### src/i2ctrm_pkg.sv
// Shared types and constants for the I2C target register map.
// No dependencies; imported by every module of the block.
`timescale 1ns / 1ps

package i2ctrm_pkg;

  localparam int BUFFER_BYTES_DEF = 12;
  localparam int BUF_INDEX_W      = 4;
  localparam int BYTE_W           = 8;
  localparam int CFG_ADDR_W       = 5;
  localparam int CFG_DATA_W       = 32;

  // Configuration register reset values
  localparam logic [BYTE_W-1:0] START_READ_CODE_RST = 8'd16;
  localparam logic [BYTE_W-1:0] RESET_CODE_RST      = 8'd32;
  localparam logic [BYTE_W-1:0] X_REG_ADDR_RST      = 8'd1;
  localparam logic [BYTE_W-1:0] Y_REG_ADDR_RST      = 8'd2;
  localparam logic [BYTE_W-1:0] G_REG_ADDR_RST      = 8'd3;
  localparam logic [BYTE_W-1:0] IDLE_POINTER_RST    = 8'd255;

  typedef enum logic [2:0] {
    CMD_RX     = 3'd0,
    CMD_READ   = 3'd1,
    CMD_FINISH = 3'd2,
    CMD_LOAD   = 3'd3,
    CMD_CLEAR  = 3'd4
  } cmd_e;

  typedef enum logic [2:0] {
    REG_START_READ_CODE = 3'd0,
    REG_RESET_CODE      = 3'd1,
    REG_X_ADDR          = 3'd2,
    REG_Y_ADDR          = 3'd3,
    REG_G_ADDR          = 3'd4,
    REG_IDLE_POINTER    = 3'd5
  } reg_idx_e;

  typedef struct packed {
    cmd_e                   cmd;
    logic [BYTE_W-1:0]      bus_byte;
    logic [BUF_INDEX_W-1:0] buf_index;
  } in_t;

  typedef struct packed {
    logic [BYTE_W-1:0] read_byte;
    logic [BYTE_W-1:0] x_enable;
    logic [BYTE_W-1:0] y_enable;
    logic [BYTE_W-1:0] g_enable;
    logic              updated;
    logic              reset_request;
  } out_t;

  typedef struct packed {
    logic [BYTE_W-1:0] start_read_code;
    logic [BYTE_W-1:0] reset_code;
    logic [BYTE_W-1:0] x_reg_addr;
    logic [BYTE_W-1:0] y_reg_addr;
    logic [BYTE_W-1:0] g_reg_addr;
    logic [BYTE_W-1:0] idle_pointer;
  } cfg_t;

endpackage

### src/i2ctrm_regfile.sv
// APB-style configuration registers: codes and addresses of the register map.
// Depends on i2ctrm_pkg.
`timescale 1ns / 1ps

module i2ctrm_regfile (
  input  logic                                clk,
  input  logic                                rst_n,
  input  logic                                psel,
  input  logic                                penable,
  input  logic                                pwrite,
  input  logic [i2ctrm_pkg::CFG_ADDR_W-1:0]   paddr,
  input  logic [i2ctrm_pkg::CFG_DATA_W-1:0]   pwdata,
  output logic [i2ctrm_pkg::CFG_DATA_W-1:0]   prdata,
  output logic                                pready,
  output i2ctrm_pkg::cfg_t                    cfg
);
  import i2ctrm_pkg::*;

  cfg_t        cfg_r, cfg_nxt;
  logic        wr_en;
  reg_idx_e    idx;
  logic [BYTE_W-1:0] rd_byte;

  assign pready = 1'b1;
  assign wr_en  = psel & penable & pwrite;
  assign idx    = reg_idx_e'(paddr[CFG_ADDR_W-1:2]);

  always_comb begin
    cfg_nxt = cfg_r;
    rd_byte = '0;
    unique case (idx)
      REG_START_READ_CODE: begin
        rd_byte = cfg_r.start_read_code;
        if (wr_en) cfg_nxt.start_read_code = pwdata[BYTE_W-1:0];
      end
      REG_RESET_CODE: begin
        rd_byte = cfg_r.reset_code;
        if (wr_en) cfg_nxt.reset_code = pwdata[BYTE_W-1:0];
      end
      REG_X_ADDR: begin
        rd_byte = cfg_r.x_reg_addr;
        if (wr_en) cfg_nxt.x_reg_addr = pwdata[BYTE_W-1:0];
      end
      REG_Y_ADDR: begin
        rd_byte = cfg_r.y_reg_addr;
        if (wr_en) cfg_nxt.y_reg_addr = pwdata[BYTE_W-1:0];
      end
      REG_G_ADDR: begin
        rd_byte = cfg_r.g_reg_addr;
        if (wr_en) cfg_nxt.g_reg_addr = pwdata[BYTE_W-1:0];
      end
      REG_IDLE_POINTER: begin
        rd_byte = cfg_r.idle_pointer;
        if (wr_en) cfg_nxt.idle_pointer = pwdata[BYTE_W-1:0];
      end
      default: rd_byte = '0;
    endcase
  end

  assign prdata = {{(CFG_DATA_W-BYTE_W){1'b0}}, rd_byte};
  assign cfg    = cfg_r;

  always_ff @(posedge clk) begin
    if (!rst_n) begin
      cfg_r.start_read_code <= START_READ_CODE_RST;
      cfg_r.reset_code      <= RESET_CODE_RST;
      cfg_r.x_reg_addr      <= X_REG_ADDR_RST;
      cfg_r.y_reg_addr      <= Y_REG_ADDR_RST;
      cfg_r.g_reg_addr      <= G_REG_ADDR_RST;
      cfg_r.idle_pointer    <= IDLE_POINTER_RST;
    end else begin
      cfg_r <= cfg_nxt;
    end
  end

endmodule

### src/i2ctrm_core.sv
// Event decode and register map state: pointer, enables, flags, transmit buffer.
// Depends on i2ctrm_pkg; configuration comes from i2ctrm_regfile.
`timescale 1ns / 1ps

module i2ctrm_core #(
  parameter int BUFFER_BYTES = i2ctrm_pkg::BUFFER_BYTES_DEF
) (
  input  logic              clk,
  input  logic              rst_n,
  input  logic              accept,
  input  i2ctrm_pkg::in_t   item,
  input  i2ctrm_pkg::cfg_t  cfg,
  output i2ctrm_pkg::out_t  res
);
  import i2ctrm_pkg::*;

  // buf_index stays below 2**BUF_INDEX_W, so window slots from there upward read zero
  localparam int TX_DEPTH = (BUFFER_BYTES < (1 << BUF_INDEX_W)) ?
                            BUFFER_BYTES : (1 << BUF_INDEX_W);

  logic [BYTE_W-1:0] ptr_r, ptr_nxt;
  logic              await_r, await_nxt;
  logic [BYTE_W-1:0] en_r   [3];
  logic [BYTE_W-1:0] en_nxt [3];
  logic [BYTE_W-1:0] tx_r   [TX_DEPTH];
  logic [BYTE_W-1:0] tx_nxt [TX_DEPTH];
  logic              upd_r, upd_nxt;
  logic              rreq_r, rreq_nxt;

  logic [BYTE_W-1:0] win_off;
  logic              in_win;
  logic [BYTE_W-1:0] tx_rd;
  logic [BYTE_W-1:0] rd;

  assign win_off = ptr_r - cfg.start_read_code;
  assign in_win  = (ptr_r >= cfg.start_read_code) &&
                   (win_off < BYTE_W'(BUFFER_BYTES));

  always_comb begin
    tx_rd = '0;
    for (int i = 0; i < TX_DEPTH; i++) begin
      if (win_off == BYTE_W'(i)) tx_rd = tx_r[i];
    end
  end

  always_comb begin
    ptr_nxt  = ptr_r;
    await_nxt = await_r;
    en_nxt   = en_r;
    tx_nxt   = tx_r;
    upd_nxt  = upd_r;
    rreq_nxt = rreq_r;
    rd       = '0;
    unique case (item.cmd)
      CMD_RX: begin
        if (item.bus_byte == cfg.start_read_code) begin
          ptr_nxt   = cfg.start_read_code;
          await_nxt = 1'b1;
        end else if (item.bus_byte == cfg.reset_code) begin
          rreq_nxt  = 1'b1;
          upd_nxt   = 1'b1;
          await_nxt = 1'b1;
        end else if (await_r) begin
          ptr_nxt   = item.bus_byte;
          await_nxt = 1'b0;
        end else begin
          if (ptr_r == cfg.x_reg_addr)      en_nxt[0] = item.bus_byte;
          else if (ptr_r == cfg.y_reg_addr) en_nxt[1] = item.bus_byte;
          else if (ptr_r == cfg.g_reg_addr) en_nxt[2] = item.bus_byte;
          await_nxt = 1'b1;
          upd_nxt   = 1'b1;
          ptr_nxt   = cfg.idle_pointer;
        end
      end
      CMD_READ: begin
        if (in_win) begin
          rd      = tx_rd;
          ptr_nxt = ptr_r + BYTE_W'(1);
        end else if (ptr_r == cfg.x_reg_addr) begin
          rd = en_r[0];
        end else if (ptr_r == cfg.y_reg_addr) begin
          rd = en_r[1];
        end else if (ptr_r == cfg.g_reg_addr) begin
          rd = en_r[2];
        end
      end
      CMD_FINISH: await_nxt = 1'b1;
      CMD_LOAD: begin
        for (int i = 0; i < TX_DEPTH; i++) begin
          if (item.buf_index == BUF_INDEX_W'(i)) tx_nxt[i] = item.bus_byte;
        end
      end
      CMD_CLEAR: begin
        upd_nxt  = 1'b0;
        rreq_nxt = 1'b0;
      end
      default: ;
    endcase
  end

  // Result shows the state after this beat
  assign res.read_byte     = rd;
  assign res.x_enable      = en_nxt[0];
  assign res.y_enable      = en_nxt[1];
  assign res.g_enable      = en_nxt[2];
  assign res.updated       = upd_nxt;
  assign res.reset_request = rreq_nxt;

  always_ff @(posedge clk) begin
    if (!rst_n) begin
      ptr_r   <= IDLE_POINTER_RST;
      await_r <= 1'b1;
      en_r    <= '{default: '0};
      tx_r    <= '{default: '0};
      upd_r   <= 1'b0;
      rreq_r  <= 1'b0;
    end else if (accept) begin
      ptr_r   <= ptr_nxt;
      await_r <= await_nxt;
      en_r    <= en_nxt;
      tx_r    <= tx_nxt;
      upd_r   <= upd_nxt;
      rreq_r  <= rreq_nxt;
    end
  end

endmodule

### src/i2ctrm_outreg.sv
// Result register for the output channel; stalls the input only when full and held.
// Depends on i2ctrm_pkg.
`timescale 1ns / 1ps

module i2ctrm_outreg (
  input  logic              clk,
  input  logic              rst_n,
  input  logic              in_valid,
  output logic              in_stall,
  input  i2ctrm_pkg::out_t  res,
  output logic              out_valid,
  input  logic              out_stall,
  output i2ctrm_pkg::out_t  out_data,
  output logic              accept
);
  import i2ctrm_pkg::*;

  logic valid_r, valid_nxt;
  out_t data_r,  data_nxt;

  assign in_stall = valid_r & out_stall;
  assign accept   = in_valid & ~in_stall;

  always_comb begin
    valid_nxt = valid_r;
    data_nxt  = data_r;
    if (accept) begin
      valid_nxt = 1'b1;
      data_nxt  = res;
    end else if (!out_stall) begin
      valid_nxt = 1'b0;
    end
  end

  always_ff @(posedge clk) begin
    if (!rst_n) valid_r <= 1'b0;
    else        valid_r <= valid_nxt;
  end

  always_ff @(posedge clk) begin
    data_r <= data_nxt;
  end

  assign out_valid = valid_r;
  assign out_data  = data_r;

endmodule

### src/i2c_target_register_map.sv
// A result beat is valid in the cycle after its input beat is accepted.
// Throughput: one beat per cycle; the single result register is the only limit,
// and input is stalled only while that register is full and the output is stalled.
// Reset (rst_n low, synchronous): configuration to defaults, pointer 255, awaiting a
// pointer, enables, flags and transmit buffer zero, output empty.
// Top level of the I2C target register map; uses i2ctrm_pkg and the i2ctrm_* modules.
`timescale 1ns / 1ps

module i2c_target_register_map #(
  parameter int BUFFER_BYTES = i2ctrm_pkg::BUFFER_BYTES_DEF
) (
  input  logic                               clk,
  input  logic                               rst_n,
  input  logic                               in_valid,
  output logic                               in_stall,
  input  i2ctrm_pkg::in_t                    in_data,
  output logic                               out_valid,
  input  logic                               out_stall,
  output i2ctrm_pkg::out_t                   out_data,
  input  logic                               psel,
  input  logic                               penable,
  input  logic                               pwrite,
  input  logic [i2ctrm_pkg::CFG_ADDR_W-1:0]  paddr,
  input  logic [i2ctrm_pkg::CFG_DATA_W-1:0]  pwdata,
  output logic [i2ctrm_pkg::CFG_DATA_W-1:0]  prdata,
  output logic                               pready
);
  import i2ctrm_pkg::*;

  cfg_t cfg;
  out_t res;
  logic accept;

  i2ctrm_regfile u_regfile (
    .clk     (clk),
    .rst_n   (rst_n),
    .psel    (psel),
    .penable (penable),
    .pwrite  (pwrite),
    .paddr   (paddr),
    .pwdata  (pwdata),
    .prdata  (prdata),
    .pready  (pready),
    .cfg     (cfg)
  );

  i2ctrm_core #(
    .BUFFER_BYTES (BUFFER_BYTES)
  ) u_core (
    .clk    (clk),
    .rst_n  (rst_n),
    .accept (accept),
    .item   (in_data),
    .cfg    (cfg),
    .res    (res)
  );

  i2ctrm_outreg u_outreg (
    .clk       (clk),
    .rst_n     (rst_n),
    .in_valid  (in_valid),
    .in_stall  (in_stall),
    .res       (res),
    .out_valid (out_valid),
    .out_stall (out_stall),
    .out_data  (out_data),
    .accept    (accept)
  );

endmodule

### config.mk
export PLATFORM = sky130hd
export DESIGN_NAME = i2c_target_register_map
export DESIGN_NICKNAME = d
export VERILOG_FILES = /design/src/i2ctrm_pkg.sv /design/src/i2ctrm_regfile.sv /design/src/i2ctrm_core.sv /design/src/i2ctrm_outreg.sv /design/src/i2c_target_register_map.sv
export SDC_FILE = /design/constraint.sdc
export NUM_CORES = 1
export LEC_CHECK = 0
export ABC_AREA = 1
export BUFFER_PORTS_ARGS = -buffer_cell sky130_fd_sc_hd__buf_4
export CORE_ASPECT_RATIO = 0.7
export CORE_MARGIN = 4
export CORE_UTILIZATION = 30
export CTS_BUF_LIST = sky130_fd_sc_hd__clkbuf_16
export CTS_CLUSTER_DIAMETER = 120
export DETAILED_ROUTE_END_ITERATION = 10
export GPL_TIMING_DRIVEN = 0
export PLACE_DENSITY_LB_ADDON = 0.08
export SYNTH_ARGS = -nofsm -noshare
export SYNTH_HDL_FRONTEND = slang
export SYNTH_SLANG_ARGS = --single-unit
### constraint.sdc
create_clock -name clk -period 2.55 [get_ports clk]
set_input_delay 0.3825 -clock clk [delete_from_list [all_inputs] [get_ports clk]]
set_output_delay 0.3825 -clock clk [all_outputs]
set_load 0.1 [all_outputs]
Word level (Yosys, flattened, before mapping)
Index checks and enable logic that the tools add are counted.

storage, ports and cells
  output and inout port bits = 69
  flip-flop bits (word level) = 214
  bits of input ports = 59

operators by class
  equality and inequality tests = 39
  mux-type cells = 44
  reductions and logical operators = 27
  order comparisons = 2
  $add $sub $neg = 2
  bitwise operators = 5

operators with widths
  cell                   count
  $mux W8                24
  $mux W24               4
  $pmux W8 S6            1
  $eq A8 B8 Y1           5
  $reduce_and A3 Y1      12
  $eq A8 B3 Y1 const B   4
  $eq A8 B4 Y1 const B   4
  $eq A4 B3 Y1 const B   4
  $eq A4 B4 Y1 const B   4
  $eq A8 B2 Y1 const B   2
  $mux W16               1
  $pmux W8 S2            1
  $reduce_and A2 Y1      7
  $eq A3 B2 Y1 const B   4
  $mux W1                10
  $eq A3 B3 Y1 const B   3
  $add A8 B1 Y8 const B  1
  $eq A4 B2 Y1 const B   2
  $eq A8 B1 Y1 const B   1
  $ge A8 B8 Y1           1
  $logic_not A8 Y1       1
  $lt A8 B4 Y1 const B   1
  $sub A8 B8 Y8          1
  $eq A3 B1 Y1 const B   2
  11 further kinds       19

Longest topological paths before layout
Gate-level depths: netlist (run 1).

  depth after elaboration = 15
  gate-level depth with buffers = 23

Modules after synthesis
A second synthesis (run 1) with hierarchy kept.

unflattened totals
  cells, all modules = 1584
  area, all modules = 11457.2 sq um

by module, submodules not included
  module          sequential area each (sq um)  area an instance (sq um)  times used  cells an instance
  i2ctrm_core     2622.5                        7787.5                    1           1148
  i2ctrm_regfile  960.9                         2596.2                    1           395
  i2ctrm_outreg   1041.0                        1073.5                    1           41

Least setup slack after synthesis (run 1)
OpenSTA, ideal clock, no wires.

  kind = register to register
  start = register u_outreg.valid_r, in the netlist u_outreg.out_valid
  end = register u_core.await_r
  setup time = 0.125 ns
  required time = 2.425 ns
  data arrival time = 3.186 ns
  stages on the path, launching flop included = 8
  path slack = -0.761 ns
  cell sequence = dfxtp_1 -> nand2_1 -> inv_1 -> nor2_1 -> clkbuf_1 -> nand2_1 -> a21oi_1 -> o21ai_0

on the way
  word-level cells in the longest chain between the ends = 4

ends and longest elaborated chain
  element                      line                           RTL
  start, declared              i2ctrm_outreg.sv:18            logic valid_r, valid_nxt;
  start signal, assigned       i2ctrm_outreg.sv:37            else valid_r <= valid_nxt;
  $and A1 B1 Y1                i2ctrm_outreg.sv:21            assign in_stall = valid_r & out_stall;
  named net in_stall           i2c_target_register_map.sv:15  output logic in_stall,
  $not A1 Y1                   i2ctrm_outreg.sv:22            assign accept = in_valid & ~in_stall;
  $and A1 B1 Y1                i2ctrm_outreg.sv:22
  named net accept             i2c_target_register_map.sv:32  logic accept;
  $reduce_and A2 Y1 (no line)  n/a
  end signal, assigned         i2ctrm_core.sv:119             await_r <= await_nxt;
  end, declared                i2ctrm_core.sv:22              logic await_r, await_nxt;

The timed path passes the listed nets, and every way through them passes these cells.
A chain may end at the register's enable or synchronous reset.

Final worst setup path (run 1)
  start = register u_regfile.cfg_r (netlist bit u_regfile.cfg[41])
  end = register u_outreg.data_r (netlist bit u_outreg.out_data[32]), data pin

on the way
  word-level cells in the longest chain between the ends = 15
  elaborated cells between the ends (all ways) = 29
  classes of those cells = 1 x add/sub; 2 x order compare; 11 x eq/ne; 13 x mux; 2 x reduce/logical

ends and longest elaborated chain
  element                 line                  RTL
  start, declared         i2ctrm_regfile.sv:19  cfg_t cfg_r, cfg_nxt;
  start signal, assigned  i2ctrm_regfile.sv:72  cfg_r <= cfg_nxt;
  $sub A8 B8 Y8           i2ctrm_core.sv:35     assign win_off = ptr_r - cfg.start_read_code;
  $logic_not A8 Y1        i2ctrm_core.sv:42     if (win_off == BYTE_W'(i)) tx_rd = tx_r[i];
  $mux W8 (12 in a row)   i2ctrm_core.sv:42
  $mux W8 (*)             i2ctrm_core.sv:76     if (in_win) begin
  end signal, assigned    i2ctrm_outreg.sv:41   data_r <= data_nxt;
  end, declared           i2ctrm_outreg.sv:19   out_t data_r, data_nxt;

Every way passes the cells marked *; elsewhere a longest branch is shown, timed or not.

==> parameters.txt, run 1 <==
Parameter                              Value

GRT
  GR Util All Layers ... 0.2102
  Maximum number of pins on one net before global-route repair ... 44
  Vias in the first global route ... 9482
  Number of antenna violations at the first check in global routing ... 1
  Wire length of the first global-routing pass ... a little over 60000 um
  Total grt overflow ... 0

Floorplan
  Floorplan die area ... approximately 38000 um2
  Die height ... approximately 170 um
  I/O pins ... ~130
  Starting density of the core ... 0.3047
  Die width ... 232.5 um
  Floorplan Core Area ... about 35000 um2
  Std-Cell Rows ... 57

Outcome
  Violated checks ... setup timing
  Result of the run ... complete, but fails checks

Final layout
  Final core utilization ... 0.3825
  Count of non-filler cells in the finished layout ... 2072
  Net count reported at finish ... about 1700
  Antenna diode count ... 0
  Fillers ... 3706
  Fraction of layout cells with a size suffix above 1 ... 0.1850
  Area grow syn2layout ... 25.52%

Clock network
  Later-pin clock latency in the skew report ... 0.54 ns
  Number of buffers created by CTS ... 24
  H-tree Lvls ... 1
  Clock transition at path regs ... 0.07 ns
  Buffers from clock root to sink, at most ... 3
  Buffer type at the clock tree root ... clkbuf_16
  TritonCTS clock tree ... built
  Total clock sinks ... 214

STA
  Worst hold margin ... 0.1334 ns
  Timing-limited maximum frequency ... 0.3373 GHz
  Tightest Pin Transition ... 1.051 ns
  Minimum period implied by the final worst setup slack ... 2.965 ns
  Hold violation total from the final report ... 0
  Setup repair after global routing missed its margin ... true
  Period Utilization, post-route ... 1.163
  Final Worst Setup Slack ... -0.4148 ns
  Final-report setup violation count ... 16
  Maximum clock skew at final layout ... between 0.015 and 0.02 ns
  Max-slew headroom ... 0.2991
  Number of max-slew violations in the final report ... 0

Placement
  Placed Cells incl. Taps ... 2007
  HPWL after detailed placement ... 30110 um
  Count of input and output buffers ... 76
  GPL Wtd Cong ... 0.9499

Yosys
  Synth cell types ... 51
  Average cell area after synthesis ... approximately 7.4 um2
  Number of synthesized register bits ... 214
  Biggest area contributors in the synthesized netlist ... dfxtp_1, edfxtp_1, nand2_1
  Synthesized area ... 10580 um2
  Top cell type's share of synthesized area ... 0.3405
  Cell taking the most area after synthesis ... dfxtp_1
  Fraction of the yosys area taken by sequential cells ... 0.4369
  Warnings, synthesis ... 0
  Count of mapped cells out of synthesis ... 1436

Detailed routing
  Number of nets with antenna violations after routing ... 0
  Via total after detailed routing ... 10290
  Number of DRC violations after detailed-routing iteration 0 ... 1154
  Avg Vias per Cell ... 4.966
  Iteration count of the initial detailed-routing pass ... 5
  Number of remaining DRC errors ... 0
  WL/cell ... approximately 20 um
  Routed WL ... 40860 um

Critical path
  Max FO, Critical Path ... 6
  Path depth of the worst reg2reg path ... 20
  Worst setup SP type ... flop
  Type of element capturing the critical path ... flop
  Category of the most critical setup path ... flop to flop
  Required time worst endpoint ... about 2.8 ns
  CP Data Arrival Time ... between 3 and 4 ns

Power and ir drop
  Leakage ... 5.772 nW
  VDD IR max ... 0.3634 mV
  Total power divided by cell area ... 646.1 nW/um2

Hold path
  Min-Delay Path Depth ... 3
  Worst min-delay path category ... input pin to flop

Flow run
  Max cap viols ... 0
==> final cells by class <==
class	count	area, um2	area share
buffer	88	476.7	0.03588
clock buffer	25	625.6	0.04709
clock inverter	19	185.2	0.01394
inverter	171	670.6	0.05048
multi-input combinational	986	5353	0.4029
sequential	214	4639	0.3492
tap	472	590.6	0.04445
timing repair buffer	96	737.0	0.05547
timing repair inverter	1	7.507	0.0005651
==> stage by stage <==
stage / power (mW) / setup TNS (ns) / worst slack [ns] / area [um2]
6_report: 8.583 / -5.505 / -0.4148 / 13290
3_3_place_gp: 4.945 / -24.18 / -0.9537 / 11870
5_1_grt: 8.900 / -8.042 / -0.5459 / 13290
3_5_place_dp: 4.944 / -26.18 / -0.9659 / 11870
2_1_floorplan: 4.578 / -0.8562 / -0.4114 / 10700
4_1_cts: 8.628 / -5.611 / -0.4084 / 13090
==> cells by family (layout without fill, tap and decap cells) <==
group	Yosys count	in the layout	synth area share
AO/OA/AOI/OAI	398	398	0.2066
adder cells (fa/ha/maj)	11	11	0.01371
AND/OR/NAND/NOR	525	525	0.2156
buffers and inverters	259	400	0.1040
other	2	25	0.0007096
flip-flops	214	214	0.4369
XOR/XNOR	27	27	0.02234
==> cell usage after synthesis, drive strengths merged <==
master and instances:
o32ai 1, nor3b 2, fa 1, nand3 62
xnor2 6, buf 42, a211oi 11, clkbuf 46
a221oi 6, edfxtp 34, inv 169, o221ai 12
a22oi 8, ha 10, nor3 10, nor2 164
nor4 5, dfxtp 180, o22ai 2, nand4 34
o21ai 199, nand3b 1, a21oi 145, nor4b 1
o211ai 9, xor2 21, a41oi 1, or2 8
conb 2, o21bai 1, nand2 236, and3 2
o2111ai 3, clkinv 2
==> timing repair <==
item / 4_1_cts / 5_1_grt
cloned: 1 / 0
resized for setup: 70 / 46
pin swaps: 26 / 27
setup endpoints to repair: 38 / 73
buffers inserted: 16 / 4
endpoints found under the hold margin: 0 / 0
hold buffers: 0 / 0
==> metal layers <==
layer | track usage | wire length, um | vias to the layer above
li1 | - | - | 5055
met1 | 0.3324 | 20800 | 4857
met2 | 0.2949 | 16380 | 335
met3 | 0.03858 | 3004 | 42
met4 | 0.04072 | 677 | 0
met5 | 0 | 0 | -
==> report_power, final <==
group          total (mW)  switching [mW]  leakage, nW  internal [mW]
clock network        3.65            1.56        0.393           2.09
logic                1.36            1.05         3.58          0.308
registers            3.57          0.0497         1.80           3.53
==> registers in the layout (all words and copies together) (netlist names) <==
name and count:
u_outreg.out_valid 1, u_regfile.cfg 48, u_outreg.out_data 34, u_core.upd_r 1, u_core.rreq_r 1, u_core.await_r 1, u_core.tx_r 96, u_core.ptr_r 8
u_core.en_r 24
==> critical path, cell delays in order, from the launching register on <==
cell        delay, ns
dfxtp_2          0.35
clkinvlp_4       0.14
fa_2             0.45
nand2_2          0.10
nand3_4          0.09
nand3_4          0.10
nand3_4          0.07
nand2_4          0.10
nor2_4           0.04
nand2_4          0.13
inv_8            0.05
buf_8            0.13
buf_6            0.12
nand3_2          0.05
nand3_2          0.06
nor2_1           0.08
nand4_1          0.18
nand2_1          0.15
nand4_1          0.10
nand2_1          0.11
nand2_1          0.06
==> final timing paths <==
check	startpoint	to	slack, ns
setup / recovery	u_regfile.cfg[41]$_SDFFE_PN0P_	u_outreg.out_data[32]$_SDFFCE_PN0P_	-0.41
hold / removal	in_valid	u_outreg.out_valid$_SDFFE_PN0P_	0.13
setup reg to reg	u_regfile.cfg[41]$_SDFFE_PN0P_	u_outreg.out_data[32]$_SDFFCE_PN0P_	-0.41
hold reg to reg	u_core.tx_r[70]$_SDFFE_PN0P_	u_core.tx_r[70]$_SDFFE_PN0P_	0.46
==> layout by cell type (no fill, tap or decap), types with 5 or more instances in the layout <==
master and count:
nand2_1 217, dfxtp_1 172, o21ai_0 171, inv_1 153, nor2_1 145, a21oi_1 143, buf_4 121, nand3_1 45
clkbuf_1 43, nand4_1 34, edfxtp_1 34, conb_1 25, clkbuf_16 25, xor2_1 20, o21ai_1 19, nand2_2 15
inv_2 12, nand3_2 12, nor2_2 12, o221ai_1 11, a211oi_1 11, clkinvlp_4 9, o21ai_2 9, o211ai_1 9
a22oi_1 8, nor2_4 7, buf_2 6, dfxtp_2 6, xnor2_1 5, nand3_4 5, a221oi_1 5, buf_1 5
ha_4 5, ha_1 5, clkinv_2 5
No activity file was read; power rests on OpenSTA's default activity.
==> run 2: changes to the inputs <==
--- a/config.mk
+++ b/config.mk
@@ -9,7 +9,7 @@
 export BUFFER_PORTS_ARGS = -buffer_cell sky130_fd_sc_hd__buf_4
 export CORE_ASPECT_RATIO = 0.7
 export CORE_MARGIN = 4
-export CORE_UTILIZATION = 30
+export CORE_UTILIZATION = 53
 export CTS_BUF_LIST = sky130_fd_sc_hd__clkbuf_16
 export CTS_CLUSTER_DIAMETER = 120
 export DETAILED_ROUTE_END_ITERATION = 10
==> run 2 against run 1 <==
  * The run still ends with setup timing left
  * Flip-flop and latch count unchanged
  * Maximum frequency shrank 2.7%
  * Power is 2.1% lower
  * Sequential share of layout area rose by 1.1 points
  * Clock skew decreased by 0.0030 ns
==> parameters.txt, run 2 (synthesis gave the netlist of run 1 again) <==
Parameter                              Value

Hold path
  Destination of the worst hold path ... u_outreg.out_valid$_SDFFE_PN0P_
  Min-Delay Path Depth ... 3
  Source of the worst hold timing path ... in_valid
  Worst min-delay path category ... input pin to flop

Detailed routing
  Iteration count of the initial detailed-routing pass ... 6
  WL/cell ... 19.06 um
  Avg Vias per Cell ... 5.746
  Routed WL ... 35260 um
  Via total after detailed routing ... 10630
  Number of nets with antenna violations after routing ... 0
  Number of remaining DRC errors ... 0
  Number of DRC violations after detailed-routing iteration 0 ... 1290

Clock network
  Total clock sinks ... roughly 210
  Cts hold-fix bufs ... 0
  Later-pin clock latency in the skew report ... roughly 0.52 ns
  Number of buffers created by CTS ... 22
  TritonCTS clock tree ... built
  H-tree Lvls ... 1
  Clock transition at path regs ... approximately 0.070 ns
  Buffers from clock root to sink, at most ... 3
  Buffer type at the clock tree root ... clkbuf_16

STA
  Final Worst Setup Slack ... -0.4965 ns
  Worst hold margin ... 0.1532 ns
  Tightest Pin Transition ... between 0.9 and 1 ns
  Minimum period implied by the final worst setup slack ... 3.046 ns
  Setup repair after global routing missed its margin ... true
  Hold violation total from the final report ... 0
  Number of max-slew violations in the final report ... 0
  Final-report setup violation count ... 16
  Max-slew headroom ... 0.3826
  Setup_tns ... -5.615 ns
  Timing-limited maximum frequency ... 0.3283 GHz
  Period Utilization, post-route ... 1.195
  Maximum clock skew at final layout ... 0.01370 ns

Floorplan
  I/O pins ... between 100 and 150
  Floorplan Core Area ... between 15000 and 20000 um2
  Floorplan die area ... 22330 um2
  Die width ... between 150 and 200 um
  Die height ... 126.2 um
  Starting density of the core ... 0.5503
  Std-Cell Rows ... 42

Critical path
  Worst setup SP type ... flop
  Required time worst endpoint ... 2.80 ns
  CP Data Arrival Time ... 3.30 ns
  Max FO, Critical Path ... 9
  Type of element capturing the critical path ... flop
  Path depth of the worst reg2reg path ... 21
  Setup slack of the worst register-to-register path ... -0.50 ns
  Source of the worst register-to-register timing path ... u_core.ptr_r[0]$_SDFFE_PN1P_
  RR Endpoint ... u_outreg.out_data[26]$_SDFFCE_PN0P_
  Category of the most critical setup path ... flop to flop

Final layout
  Fillers ... 1701
  Area grow syn2layout ... 21.52%
  Net count reported at finish ... about 1600
  Total area of multi-input combinational cells ... 5308 um2
  Top library cells by usage in the layout, fill and taps aside ... nand2_1, o21ai_0, dfxtp_1
  Fraction of layout cells with a size suffix above 1 ... 0.1715
  Final core utilization ... 0.6687
  Fin area ... 12860 um2
  Top reg by flops ... u_core.tx_r
  Antenna diode count ... 0
  Flip-flop count of the largest register after layout ... 96
  Leading cell type in the layout, fill and taps excluded ... nand2_1
  Sequential Area ... ~4600 um2

Outcome
  Violated checks ... setup timing
  Result of the run ... complete, but fails checks

Power and ir drop
  Total power divided by cell area ... 653.1 nW/um2
  Overall power of the completed layout ... 8.399 mW
  Leakage ... 5.699 nW
  VDD IR max ... 0.5805 mV

Placement
  Total cell area at the placement stage ... 11600 um2
  Count of input and output buffers ... 76
  GPL Wtd Cong ... 0.9796
  HPWL after detailed placement ... 25460 um

Flow run
  Max cap viols ... 0

GRT
  GR Util All Layers ... 0.3053
  Number of antenna violations at the first check in global routing ... 0
  Maximum number of pins on one net before global-route repair ... 44
  Vias in the first global route ... 9534
  Total grt overflow ... 0
  Wire length of the first global-routing pass ... between 50000 and 60000 um
## run 2: timing repair
| item | 4_1_cts | 5_1_grt |
|---|---|---|
| endpoints found under the setup margin | 34 | 55 |
| gates cloned | 1 | 0 |
| gates resized for setup | 67 | 34 |
| pin swaps | 27 | 16 |
| buffers inserted | 9 | 2 |
## run 2: worst max-delay path: stages, from the launching register on
cell	delay [ns]
dfxtp_4	0.36
inv_4	0.06
ha_4	0.12
inv_2	0.03
fa_2	0.37
nand2_2	0.11
nand3_4	0.08
nand3_2	0.10
nand3_2	0.09
nand2_4	0.10
nor2_4	0.05
nand2_4	0.09
inv_4	0.06
buf_12	0.14
nand3_1	0.08
nand3_2	0.10
nor2_4	0.15
nand4_1	0.26
nand2_1	0.20
nand4_1	0.09
nand2_1	0.06
nand2_1	0.06
## run 2: how the worst max path moves through the flow
stage / to / slack [ns] / cells past startpoint / start
2_1_floorplan: prdata[2] / -0.41 / 4 / paddr[2]
3_3_place_gp: u_outreg.out_data[31]$_SDFFCE_PN0P_ / -0.88 / 20 / u_regfile.cfg[40]$_SDFFE_PN0P_
3_5_place_dp: u_outreg.out_data[28]$_SDFFCE_PN0P_ / -0.84 / 20 / u_regfile.cfg[40]$_SDFFE_PN0P_
4_1_cts: u_outreg.out_data[31]$_SDFFCE_PN0P_ / -0.42 / 21 / u_core.ptr_r[0]$_SDFFE_PN1P_
5_1_grt: u_outreg.out_data[31]$_SDFFCE_PN0P_ / -0.57 / 21 / u_core.ptr_r[0]$_SDFFE_PN1P_
6_report: u_outreg.out_data[26]$_SDFFCE_PN0P_ / -0.50 / 21 / u_core.ptr_r[0]$_SDFFE_PN1P_
## run 2: power breakdown
part | switching (mW) | internal (mW)
sequential | 0.0507 | 3.53
combinational | 1.02 | 0.306
clock | 1.36 | 2.13
total | 2.44 | 5.96
## run 2: metrics by stage
step | cells | setup slack [ns]
global route | 1850 | -0.5672
finish | 1850 | -0.4965
detailed placement | 1799 | -0.8384
CTS | 1848 | -0.4175
global placement | 1799 | -0.8757
floorplan | 1459 | -0.4114
## run 2: per-layer routing
metal	part of all wire	global-route usage	wire length (um)	up-vias
met4	0.024	0.07503	855	0
met2	0.41	0.4360	14460	578
met5	0	0	0	-
met1	0.44	0.4708	15690	4941
li1	-	-	-	5039
met3	0.12	0.06231	4257	72
## run 2: cell type report
class,count,area share
Clock inverter,16,0.01547
Multi-Input combinational cell,986,0.4127
Timing Repair Buffer,88,0.05244
Sequential cell,214,0.3606
Clock buffer,23,0.04475
Buffer,88,0.03716
Inverter,171,0.05117
Tap cell,264,0.02568
